### src/pat_pkg.sv
// Shared codes and controller/datapath interface types for the positional array table.
package pat_pkg;

  typedef logic [1:0] req_t;
  typedef logic [1:0] status_t;

  localparam req_t REQ_INSERT = 2'd0;
  localparam req_t REQ_SEARCH = 2'd1;
  localparam req_t REQ_DELETE = 2'd2;

  localparam status_t ST_OK       = 2'd0;
  localparam status_t ST_NOTFOUND = 2'd1;
  localparam status_t ST_BADPOS   = 2'd2;
  localparam status_t ST_FULL     = 2'd3;

  typedef enum logic [2:0] {
    PTR_HOLD,
    PTR_COUNT,
    PTR_POS,
    PTR_ZERO,
    PTR_INC,
    PTR_DEC
  } ptr_op_t;

  typedef struct packed {
    logic    latch;
    ptr_op_t ptr_op;
    logic    wr_shift;
    logic    wr_value;
    logic    cnt_inc;
    logic    cnt_dec;
    logic    res_set;
    status_t res_status;
    logic    res_found;
    logic    out_load;
  } pat_cmd_t;

  typedef struct packed {
    req_t req;
    logic full;
    logic ins_bad;
    logic del_bad;
    logic append;
    logic del_last;
    logic cnt_zero;
    logic at_pos;
    logic del_more;
    logic match;
    logic srch_last;
    logic out_free;
  } pat_stat_t;

endpackage

### src/positional_array_table.sv
// Top level of the positional array table: controller and datapath joined by command and status.
//
//  channel | direction | tdata (low bit up)                  | tuser
//  s_*     | in        | position[4:0], value[36:5], pad     | req_type[1:0]
//  m_*     | out       | found_index[3:0], entry_count[8:4]  | status[1:0]
//
// One request at a time; entries move through one memory read port and one write port,
// each entry moved or compared in a read state and then a write or compare state; a
// rejected request goes from the decide state straight to the response. Synchronous
// active-high reset clears count and the output valid; entry contents are left as
// they are. While a result waits, one more request can run up to its response state
// and hold there; a new request is taken the cycle after the result is registered.
module positional_array_table #(
  parameter int DEPTH = 16
) (
  input  logic        clk,
  input  logic        rst,
  input  logic        s_tvalid,
  output logic        s_tready,
  input  logic [39:0] s_tdata,   // position[4:0], value[36:5], zero pad [39:37]
  input  logic [1:0]  s_tuser,   // req_type[1:0]
  output logic        m_tvalid,
  input  logic        m_tready,
  output logic [15:0] m_tdata,   // found_index[3:0], entry_count[8:4], zero pad [15:9]
  output logic [1:0]  m_tuser    // status[1:0]
);
  import pat_pkg::*;

  pat_cmd_t   cmd;
  pat_stat_t  stat;
  logic [3:0] out_idx;
  logic [4:0] out_count;

  pat_ctrl u_ctrl (
    .clk      (clk),
    .rst      (rst),
    .in_valid (s_tvalid),
    .in_ready (s_tready),
    .stat     (stat),
    .cmd      (cmd)
  );

  pat_datapath #(
    .DEPTH (DEPTH)
  ) u_datapath (
    .clk        (clk),
    .rst        (rst),
    .cmd        (cmd),
    .stat       (stat),
    .in_req     (s_tuser),
    .in_pos     (s_tdata[4:0]),
    .in_val     (s_tdata[36:5]),
    .out_valid  (m_tvalid),
    .out_ready  (m_tready),
    .out_status (m_tuser),
    .out_idx    (out_idx),
    .out_count  (out_count)
  );

  assign m_tdata = {7'd0, out_count, out_idx};

endmodule

### src/pat_datapath.sv
// Datapath: request registers, entry memory, count, pointer, result and output registers.
module pat_datapath #(
  parameter int DEPTH = 16
) (
  input  logic              clk,
  input  logic              rst,
  input  pat_pkg::pat_cmd_t cmd,
  output pat_pkg::pat_stat_t stat,
  input  logic [1:0]        in_req,
  input  logic [4:0]        in_pos,
  input  logic [31:0]       in_val,
  output logic              out_valid,
  input  logic              out_ready,
  output logic [1:0]        out_status,
  output logic [3:0]        out_idx,
  output logic [4:0]        out_count
);
  import pat_pkg::*;

  localparam int CW   = $clog2(DEPTH + 1);
  localparam int AW   = $clog2(DEPTH);
  localparam int CMPW = ((CW > 5) ? CW : 5) + 1;

  req_t              req_q;
  logic [4:0]        pos_q;
  logic [31:0]       val_q;
  logic [CW-1:0]     cnt;
  logic [AW-1:0]     ptr;
  logic [31:0]       mem [DEPTH];
  logic [31:0]       rdata;
  logic [AW-1:0]     rd_addr;
  status_t           res_status;
  logic [3:0]        res_idx;

  logic [CMPW-1:0]   cnt_x;
  logic [CMPW-1:0]   pos_x;
  logic [CMPW-1:0]   ptr_x;
  logic [CMPW-1:0]   pos_m1;

  assign cnt_x  = CMPW'(cnt);
  assign pos_x  = CMPW'(pos_q);
  assign ptr_x  = CMPW'(ptr);
  assign pos_m1 = pos_x - CMPW'(1);

  // Insert moves entry ptr-1 up into ptr; delete moves ptr+1 down into ptr.
  always_comb begin
    case (req_q)
      REQ_INSERT: rd_addr = AW'(ptr - AW'(1));
      REQ_DELETE: rd_addr = AW'(ptr + AW'(1));
      default:    rd_addr = ptr;
    endcase
  end

  always_comb begin
    stat.req       = req_q;
    stat.full      = (cnt_x >= CMPW'(DEPTH));
    stat.ins_bad   = (pos_q == 5'd0) || (pos_x > cnt_x + CMPW'(1));
    stat.del_bad   = (pos_q == 5'd0) || (pos_x > cnt_x);
    stat.append    = (pos_x == cnt_x + CMPW'(1));
    stat.del_last  = (pos_x == cnt_x);
    stat.cnt_zero  = (cnt_x == '0);
    stat.at_pos    = (ptr_x == pos_x);
    stat.del_more  = (ptr_x + CMPW'(2) < cnt_x);
    stat.match     = (rdata == val_q);
    stat.srch_last = (ptr_x + CMPW'(1) == cnt_x);
    stat.out_free  = !out_valid || out_ready;
  end

  always_ff @(posedge clk) begin
    rdata <= mem[rd_addr];
    if (cmd.wr_shift) begin
      mem[ptr] <= rdata;
    end else if (cmd.wr_value) begin
      mem[AW'(pos_m1)] <= val_q;
    end
  end

  always_ff @(posedge clk) begin
    if (cmd.latch) begin
      req_q <= in_req;
      pos_q <= in_pos;
      val_q <= in_val;
    end
    case (cmd.ptr_op)
      PTR_COUNT: ptr <= AW'(cnt);
      PTR_POS:   ptr <= AW'(pos_m1);
      PTR_ZERO:  ptr <= '0;
      PTR_INC:   ptr <= AW'(ptr + AW'(1));
      PTR_DEC:   ptr <= AW'(ptr - AW'(1));
      default:   ptr <= ptr;
    endcase
    if (cmd.res_set) begin
      res_status <= cmd.res_status;
      res_idx    <= cmd.res_found ? ptr_x[3:0] : 4'd0;
    end
    if (cmd.out_load) begin
      out_status <= res_status;
      out_idx    <= res_idx;
      out_count  <= cnt_x[4:0];
    end
  end

  always_ff @(posedge clk) begin
    if (rst) begin
      cnt       <= '0;
      out_valid <= 1'b0;
    end else begin
      if (cmd.cnt_inc) begin
        cnt <= CW'(cnt + CW'(1));
      end else if (cmd.cnt_dec) begin
        cnt <= CW'(cnt - CW'(1));
      end
      if (cmd.out_load) begin
        out_valid <= 1'b1;
      end else if (out_ready) begin
        out_valid <= 1'b0;
      end
    end
  end

endmodule

### src/pat_ctrl.sv
// Controller: sequences one request through checks, entry moves, search and response.
module pat_ctrl (
  input  logic               clk,
  input  logic               rst,
  input  logic               in_valid,
  output logic               in_ready,
  input  pat_pkg::pat_stat_t stat,
  output pat_pkg::pat_cmd_t  cmd
);
  import pat_pkg::*;

  typedef enum logic [2:0] {
    S_IDLE,
    S_DECIDE,
    S_SHIFT_RD,
    S_SHIFT_WR,
    S_INS_WR,
    S_SRCH_RD,
    S_SRCH_CMP,
    S_RESP
  } state_t;

  state_t state;
  state_t state_next;

  assign in_ready = (state == S_IDLE);

  always_comb begin
    cmd        = '0;
    cmd.ptr_op = PTR_HOLD;
    state_next = state;
    case (state)
      S_IDLE: begin
        if (in_valid) begin
          cmd.latch  = 1'b1;
          state_next = S_DECIDE;
        end
      end
      S_DECIDE: begin
        case (stat.req)
          REQ_INSERT: begin
            if (stat.full) begin
              cmd.res_set    = 1'b1;
              cmd.res_status = ST_FULL;
              state_next     = S_RESP;
            end else if (stat.ins_bad) begin
              cmd.res_set    = 1'b1;
              cmd.res_status = ST_BADPOS;
              state_next     = S_RESP;
            end else if (stat.append) begin
              state_next = S_INS_WR;
            end else begin
              cmd.ptr_op = PTR_COUNT;
              state_next = S_SHIFT_RD;
            end
          end
          REQ_DELETE: begin
            if (stat.del_bad) begin
              cmd.res_set    = 1'b1;
              cmd.res_status = ST_BADPOS;
              state_next     = S_RESP;
            end else if (stat.del_last) begin
              cmd.cnt_dec    = 1'b1;
              cmd.res_set    = 1'b1;
              cmd.res_status = ST_OK;
              state_next     = S_RESP;
            end else begin
              cmd.ptr_op = PTR_POS;
              state_next = S_SHIFT_RD;
            end
          end
          REQ_SEARCH: begin
            if (stat.cnt_zero) begin
              cmd.res_set    = 1'b1;
              cmd.res_status = ST_NOTFOUND;
              state_next     = S_RESP;
            end else begin
              cmd.ptr_op = PTR_ZERO;
              state_next = S_SRCH_RD;
            end
          end
          default: begin
            cmd.res_set    = 1'b1;
            cmd.res_status = ST_BADPOS;
            state_next     = S_RESP;
          end
        endcase
      end
      S_SHIFT_RD: begin
        state_next = S_SHIFT_WR;
      end
      S_SHIFT_WR: begin
        cmd.wr_shift = 1'b1;
        if (stat.req == REQ_INSERT) begin
          // the slot at pos-1 is now free for the new value
          if (stat.at_pos) begin
            state_next = S_INS_WR;
          end else begin
            cmd.ptr_op = PTR_DEC;
            state_next = S_SHIFT_RD;
          end
        end else begin
          if (stat.del_more) begin
            cmd.ptr_op = PTR_INC;
            state_next = S_SHIFT_RD;
          end else begin
            cmd.cnt_dec    = 1'b1;
            cmd.res_set    = 1'b1;
            cmd.res_status = ST_OK;
            state_next     = S_RESP;
          end
        end
      end
      S_INS_WR: begin
        cmd.wr_value   = 1'b1;
        cmd.cnt_inc    = 1'b1;
        cmd.res_set    = 1'b1;
        cmd.res_status = ST_OK;
        state_next     = S_RESP;
      end
      S_SRCH_RD: begin
        state_next = S_SRCH_CMP;
      end
      S_SRCH_CMP: begin
        if (stat.match) begin
          cmd.res_set    = 1'b1;
          cmd.res_status = ST_OK;
          cmd.res_found  = 1'b1;
          state_next     = S_RESP;
        end else if (stat.srch_last) begin
          cmd.res_set    = 1'b1;
          cmd.res_status = ST_NOTFOUND;
          state_next     = S_RESP;
        end else begin
          cmd.ptr_op = PTR_INC;
          state_next = S_SRCH_RD;
        end
      end
      S_RESP: begin
        // hold until the output register can take the result
        if (stat.out_free) begin
          cmd.out_load = 1'b1;
          state_next   = S_IDLE;
        end
      end
      default: begin
        state_next = S_IDLE;
      end
    endcase
  end

  always_ff @(posedge clk) begin
    if (rst) begin
      state <= S_IDLE;
    end else begin
      state <= state_next;
    end
  end

endmodule

### config.mk
export PLATFORM = sky130hd
export DESIGN_NAME = positional_array_table
export DESIGN_NICKNAME = d
export VERILOG_FILES = /design/src/pat_pkg.sv /design/src/positional_array_table.sv /design/src/pat_datapath.sv /design/src/pat_ctrl.sv
export SDC_FILE = /design/constraint.sdc
export NUM_CORES = 1
export LEC_CHECK = 0
export BUFFER_PORTS_ARGS = -buffer_cell sky130_fd_sc_hd__buf_4
export CAP_MARGIN = 20
export CORE_MARGIN = 2
export CORE_UTILIZATION = 54
export CTS_CLUSTER_DIAMETER = 30
export DETAILED_ROUTE_END_ITERATION = 16
export GPL_TIMING_DRIVEN = 0
export MAX_ROUTING_LAYER = met4
export PLACE_DENSITY = 0.68
export SETUP_SLACK_MARGIN = 0.1
export SYNTH_ARGS = -nofsm -noshare
export SYNTH_HDL_FRONTEND = slang
export SYNTH_SLANG_ARGS = --single-unit
export TNS_END_PERCENT = 10
### constraint.sdc
create_clock -name clk -period 4.4 [get_ports clk]
set_clock_uncertainty 0.15 [all_clocks]
set_input_delay 0.88 -clock clk [delete_from_list [all_inputs] [get_ports clk]]
set_output_delay 0.88 -clock clk [all_outputs]
set_load 0.03 [all_outputs]
==> results of run 1 <==
[sequential cells by signal, summed over array words and instances (netlist names)]
| register | cells |
|---|---|
| u_datapath.res_status | 2 |
| u_datapath.pos_q | 5 |
| u_datapath.rdata | 32 |
| u_datapath.val_q | 32 |
| u_datapath.out_idx | 4 |
| u_datapath.res_idx | 4 |
| u_datapath.out_count | 5 |
| u_datapath.out_status | 2 |
| u_ctrl.state | 3 |
| u_datapath.cnt | 5 |
| u_datapath.ptr | 4 |
| u_datapath.mem | 512 |
| u_datapath.out_valid | 1 |
| u_datapath.req_q | 2 |
[cell type report]
| class | count | area (µm²) | share of cell area [%] |
|---|---|---|---|
| plain buffers | 72 | 450 | 1.48 |
| flip-flops and latches | 613 | 18000 | 59.2 |
| repair buffers | 72 | 761 | 2.50 |
| well taps | 600 | 751 | 2.47 |
| inverters | 14 | 52.6 | 0.173 |
| clock inverters | 74 | 1110 | 3.66 |
| clock buffers | 134 | 2970 | 9.76 |
| multi-input cells | 670 | 6300 | 20.7 |
[critical path: cells and delay by family, from the launching register on]
kind | cells | cell delay, ns
xor gates and xnor gates | 1 | 0.17
DFF | 1 | 0.55
adders and majority gates | 1 | 0.47
AOI/OAI and AO/OA | 3 | 0.60
and+or+nand+nor | 2 | 0.24
muxes | 1 | 0.36
buffers and inverters | 3 | 0.98
[where the power goes]
group          internal [mW]  switching, mW  leakage [nW]
clock network           6.28           2.91          1.95
logic                   2.97           4.91          2.97
registers               8.14          0.357          5.51
total                   17.4           8.18          10.4
[layer usage]
| metal | routed length, µm | global-route usage, % | share of wire (%) | vias to the layer above |
|---|---|---|---|---|
| met1 | 23900 | 34.2 | 40 | 7018 |
| li1 | - | - | - | 5806 |
| met5 | 0 | - | 0 | - |
| met2 | 30000 | 43.4 | 50 | 575 |
| met3 | 4010 | 4.35 | 6.7 | 122 |
| met4 | 1600 | 9.79 | 2.7 | 0 |
[logic make-up (layout without fill, tap and decap cells)]
| group | Yosys count | count (layout) | synth area share, % |
|---|---|---|---|
| and+or+nand+nor | 321 | 321 | 5.98 |
| muxes | 133 | 133 | 11.9 |
| buffers and inverters | 86 | 366 | 2.04 |
| DFF | 613 | 613 | 73.0 |
| xor gates and xnor gates | 56 | 56 | 2.10 |
| adders and majority gates | 28 | 28 | 1.45 |
| other | 1 | 7 | 0.0152 |
| AOI/OAI and AO/OA | 125 | 125 | 3.55 |
[metrics by stage]
step                      hold WS [ns]  util [%]  cells  area [µm²]
final                            0.259      67.3   2249       30400
after global routing             0.252      67.3   2249       30400
after CTS                        0.241      67.3   2249       30400
after detailed placement         0.255      58.2   2041       26300
after global placement           0.254      57.2   2023       25800
after floorplan                  0.250         -   1369       24700
[worst paths after layout]
check	slack (ns)	start	cells after the start	to
setup / recovery	0.73	u_datapath.ptr[1]	11	u_datapath.rdata[21]
hold reg to reg	0.26	u_datapath.res_status[0]	0	u_datapath.out_status[0]
hold / removal	0.26	u_datapath.res_status[0]	0	u_datapath.out_status[0]
setup reg to reg	0.73	u_datapath.ptr[1]	11	u_datapath.rdata[21]
[cell usage in the layout, fill, tap and decap left out, types with 8 or more instances in the layout]
cell / count
nor2_1: 35
clkinvlp_4: 15
buf_12: 16
xnor2_1: 17
bufinv_16: 25
clkinv_2: 13
and2_1: 33
a31oi_1: 36
buf_6: 8
buf_2: 24
nor2b_1: 8
inv_6: 9
ha_1: 27
nor4_1: 12
mux4_2: 128
clkbuf_16: 114
a211oi_1: 34
nor3_1: 8
dfxtp_1: 41
edfxtp_1: 572
a21oi_1: 14
o21ai_0: 11
nor2_4: 16
xor2_1: 37
buf_4: 79
clkbuf_1: 28
nand2_1: 172
inv_1: 12
==> impl_metrics.yaml, run 1 <==
critical_path:
  crit_fanout: 10
  required_ns: 4.73
  endpoint_kind: "register"
  startpoint_type: "register"
  arrival_ns: 4.00
  critical-path-slowest-cell: "edfxtp_1"
  cp_common_cell: "buf_2"
  worstSetupPathType: "register to register"
  cpPeakStageDelay_ns: 0.55
  crit_chain: "inv_1 > ha_1 > xor2_1 > nor2_1 > a21oi_1 > buf_2 > buf_2 > mux4_2 > and2_1 > a211oi_1 > a31oi_1"
die:
  die-area_um2: 47400
  io_pins: 66
  die_h_um: 218
  coreArea_um2: 45200
  rows: 78
  die-width_um: 218
  start_util_pct: 54.6
detailed_routing:
  wl_mm: 59.4
  vias_per_cell: 6.01
  vias: 13500
  post-route-drc-count: 0
  ant_nets: 0
  drtIter0Drc: 1330
  wl_per_cell_um: 26.4
  first_pass_iters: 7
power:
  ir_drop_v: 0.000436
  p_per_area_nw_per_um2: 841
  leakage_nw: 10.4
  finalPower_mw: 25.6
timing:
  grt_setup_unrepaired: "no"
  setup_viol: 0
  drv_slew: 0
  layout_setup_ws_ns: 0.729
  slew_headroom_pct: 28.4
  setup_tns_ns: 0
  period_share_pct: 83.4
  worst_pin_slew_ns: 1.07
  layout_min_cycle_time_ns: 3.67
  hold_viol: 0
  clock.fmax_mhz: 272
place:
  port_buffers: 54
  routabilityCongestion: 0.882
  preCtsSetupSlack_ns: 0.780
  dp_hpwl_mm: 36.2
cells_and_area:
  layout-drive-gt1-share_pct: 29.1
  antenna_cells: 0
  nets: 1627
  fillers: 2896
  area_delta_synth_final_pct: 23.3
hold_path:
  hold_path.class: "register to register"
yosys:
  synth-seq-cells: 613
  ys_seq_area_share_pct: 73.0
  postSynthCellCount: 1363
  synth_top_cell_by_area: "edfxtp_1"
  ys_types: 67
  synth_enable_flop_cells: 572
  synth.most_common_cell: "edfxtp_1"
  synth_top_area_share_pct: 69.6
  async_flop_share_pct: 0
  yosysWarnings: 0
  avgSynthCellArea_um2: 18.1
  synth.cell_area_um2: 24700
  synth.top_cells.by_count: "edfxtp_1 (572), nand2_1 (172), mux4_2 (128)"
  ys.flop_type: "edfxtp_1"
  synth_area_leaders: "edfxtp_1 (70%), mux4_2 (12%), dfxtp_1 (3.3%), nand2_1 (2.6%), ha_1 (1.4%)"
clock_tree:
  h-tree-depth: 3
  tritoncts: "built"
  clock-sinks: 613
  cts-resized-gates: 0
  numCtsBuffers: 110
  hold_buffers: 0
  ctsLongestPathBuffers: 3
  worstSkewPairLatency_ns: 0.64
  cts_setup_buffers: 0
  cts_root_buf: "clkbuf_16"
  clk_pin_slew_worst_paths_ns: 0.05
grt:
  grt_pass1_vias: 13900
  grt_use_total_pct: 26.7
  antenna_found_initial: 0
  grt_max_degree: 24
  grt_pass1_wl_mm: 88.4
  gr-total-overflow: 0
run_status:
  status: "complete, no violations"
job:
  maxCapViolCount: 0
Power figures use the tool's default switching activity.
==> inputs of run 2 (changes only) <==
Settings changed: ABC_AREA set to 1, PLACE_DENSITY 0.68 to 0.67.
Clock period 4.4 ns to 3.4 ns, I/O delays scaled along.
==> run 2 against run 1 <==
Compared with the run above: worst setup slack worse by 0.64 ns; worst hold slack worse by 0.22 ns; total power increased by 35%; largest cell class unchanged; synthesized cell count up 66%; register-to-register slack worse by 0.64 ns; count of clock-buffer cells in the layout grew 3; die area up 6.8%; sequential share of layout area is 3.6 points lower; critical path type unchanged.
==> impl_metrics.yaml, run 2 <==
run_status:
  status: "complete, no violations"
die:
  die_h_um: 225
  die-area_um2: 50600
  coreArea_um2: 47900
  io_pins: 66
  die-width_um: 225
  start_util_pct: 55.0
  rows: 80
yosys:
  async_flop_share_pct: 0
  synthAdderAreaFrac_pct: 1.36
  postSynthCellCount: 2262
  synth_mux_area_share_pct: 2.22
  synth-simple-area-share_pct: 9.01
  ys_seq_area_share_pct: 68.3
  synth_top_area_share_pct: 65.1
  synth_area_leaders: "edfxtp_1 (65%), nand2_1 (6.4%), inv_1 (5.0%), o211ai_1 (4.3%), o21ai_0 (4.0%)"
  synth.top_cells.by_count: "edfxtp_1 (572), nand2_1 (450), inv_1 (354)"
  synth.cell_area_um2: 26400
  synthXorXnorAreaFrac_pct: 1.00
  avgSynthCellArea_um2: 11.7
  synth_enable_flop_cells: 572
  synth.most_common_cell: "edfxtp_1"
  synth_top_family_by_area: "compound AO/OA/AOI/OAI gates"
  synth_top_cell_by_area: "edfxtp_1"
  ys.flop_type: "edfxtp_1"
  synth_compound_area_share_pct: 10.8
  ys_types: 36
  yosysWarnings: 0
  synth-seq-cells: 613
detailed_routing:
  vias: 18200
  wl_per_cell_um: 23.0
  first_pass_iters: 6
  drtIter0Drc: 2152
  post-route-drc-count: 0
  wl_mm: 73.5
  vias_per_cell: 5.71
  ant_nets: 0
grt:
  grt_pass1_vias: 18000
  antenna_found_initial: 0
  grt_use_total_pct: 30.4
  grt_pass1_wl_mm: 109
  grt_max_degree: 27
  gr-total-overflow: 0
critical_path:
  worstSetupPathType: "register to register"
  arrival_ns: 3.71
  rr_worst_depth: 11
  crit_fanout: 10
  required_ns: 3.80
  startpoint_type: "register"
  endpoint_kind: "register"
clock_tree:
  worstSkewPairLatency_ns: 0.66
  clk_pin_slew_worst_paths_ns: 0.05
  clock-sinks: 613
  cts_root_buf: "clkbuf_16"
  ctsLongestPathBuffers: 3
  numCtsBuffers: 112
  tritoncts: "built"
  h-tree-depth: 3
cells_and_area:
  top_register: "u_datapath.mem"
  top_regs: "u_datapath.mem (512), u_datapath.rdata (32), u_datapath.val_q (32)"
  largest_reg_flops: 512
  fin_area_um2: 32300
  final_common_cell: "edfxtp_1"
  layout-drive-gt1-share_pct: 17.5
  antenna_cells: 0
  area_delta_synth_final_pct: 22.7
  nets: 2554
  layout_common_cells: "edfxtp_1 (572), nand2_1 (450), inv_1 (354)"
power:
  pwr-share-seq_pct: 31.9
  power_frac_comb_pct: 35.0
  ir_drop_v: 0.000630
  pwr-share-clk_pct: 33.0
  p_per_area_nw_per_um2: 1060
  leakage_nw: 12.7
  power.share.switching_pct: 37.2
  power.switching_mw: 12.8
  p_int_mw: 21.6
timing:
  layout_min_cycle_time_ns: 3.31
  period_share_pct: 97.4
  setup_viol: 0
  slew_headroom_pct: 27.1
  drv_slew: 0
  layout_setup_ws_ns: 0.0869
  hold_viol: 0
  grt_setup_unrepaired: "yes"
  worst_pin_slew_ns: 1.09
  clock.fmax_mhz: 302
place:
  dp_hpwl_mm: 48.0
  preCtsSetupSlack_ns: -0.283
  dpl_cell_area_um2: 28200
  routabilityCongestion: 0.902
  port_buffers: 55
hold_path:
  holdPathStages: 2
  hold_path.class: "input pin to register"
job:
  maxCapViolCount: 0
-- run 2: cell count changes after synthesis, moves of 34 or more --
cell / change
a211oi_1: -34
a21oi_1: +51
a31oi_1: -35
and2_1: -34
buf_2: +42
inv_1: +342
mux2_2: +52
mux4_2: -128
nand2_1: +278
nand3_1: +62
o211ai_1: +151
o21ai_0: +201
-- run 2: final timing paths --
check	from	end	slack (ns)
setup / recovery	u_datapath.ptr[2]	u_datapath.rdata[24]	0.09
hold / removal	rst	u_datapath.cnt[4]	0.04
setup reg to reg	u_datapath.ptr[2]	u_datapath.rdata[24]	0.09
hold reg to reg	u_datapath.res_idx[1]	u_datapath.out_idx[1]	0.27
-- run 2: repair_timing --
action,CTS,global route
resized for setup,3,14
setup endpoints to repair,536,295
hold buffers,0,0
pin swaps,10,7
buffers inserted,9,2
-- run 2: final cells by class --
class / instances / area [µm²]
Sequential cell: 613 / 18000
Fill cell: 3371 / 15600
Multi-Input combinational cell: 1182 / 6600
Clock buffer: 137 / 3010
Inverter: 355 / 1340
Timing Repair Buffer: 98 / 1110
Clock inverter: 74 / 915
Tap cell: 615 / 769
Buffer: 118 / 613
-- run 2: cell families after synthesis --
logic type,Yosys count
buffers and inverters,473
other,1
muxes,52
DFF,613
adders and majority gates,28
xor gates and xnor gates,28
AOI/OAI and AO/OA,471
and+or+nand+nor,596
-- run 2: worst max-delay path, stage by stage (launching register included) --
cell and delay (ns):
edfxtp_1 0.39, clkbuf_2 0.20, inv_1 0.28, ha_1 0.21
nand2_1 0.05, nand2_1 0.07, xor2_1 0.27, nand2_1 0.10
o221ai_2 0.37, clkbuf_1 0.76, nand3_1 0.19, o21a_1 0.16
-- run 2: routing by layer --
layer / wire length (µm) / up-vias / GRT usage, % / part of all wire, %
met4: 3030 / 0 / 12.9 / 4.1
met3: 6160 / 214 / 5.58 / 8.4
li1: - / 8283 / - / -
met2: 34500 / 893 / 47.4 / 47
met1: 29800 / 8839 / 39.5 / 41
met5: 0 / - / - / 0
-- run 2: through the flow --
| step | setup TNS (ns) | power [mW] | hold slack [ns] | utilization, % | std cells |
|---|---|---|---|---|---|
| after global routing | 0 | 35.9 | 0.0259 | 67.5 | 3192 |
| after CTS | 0 | 34.2 | 0.0153 | 67.3 | 3189 |
| after detailed placement | -39.03 | 22.8 | 0.256 | 58.8 | 2969 |
| after floorplan | 0 | 18.1 | 0.250 | - | 2268 |
| after global placement | -973.21 | 22.2 | 0.258 | 57.5 | 2938 |
| final | 0 | 34.4 | 0.0419 | 67.5 | 3192 |
-- run 2: power groups by stage --
stage | sequential (mW) | clock, mW | combinational [mW]
floorplan | 11.0 | 0 | 7.15
global placement | 11.2 | 0 | 11.0
detailed placement | 11.1 | 0 | 11.7
CTS | 11.0 | 11.4 | 11.9
global route | 11.1 | 11.8 | 13.0
finish | 11.0 | 11.4 | 12.1
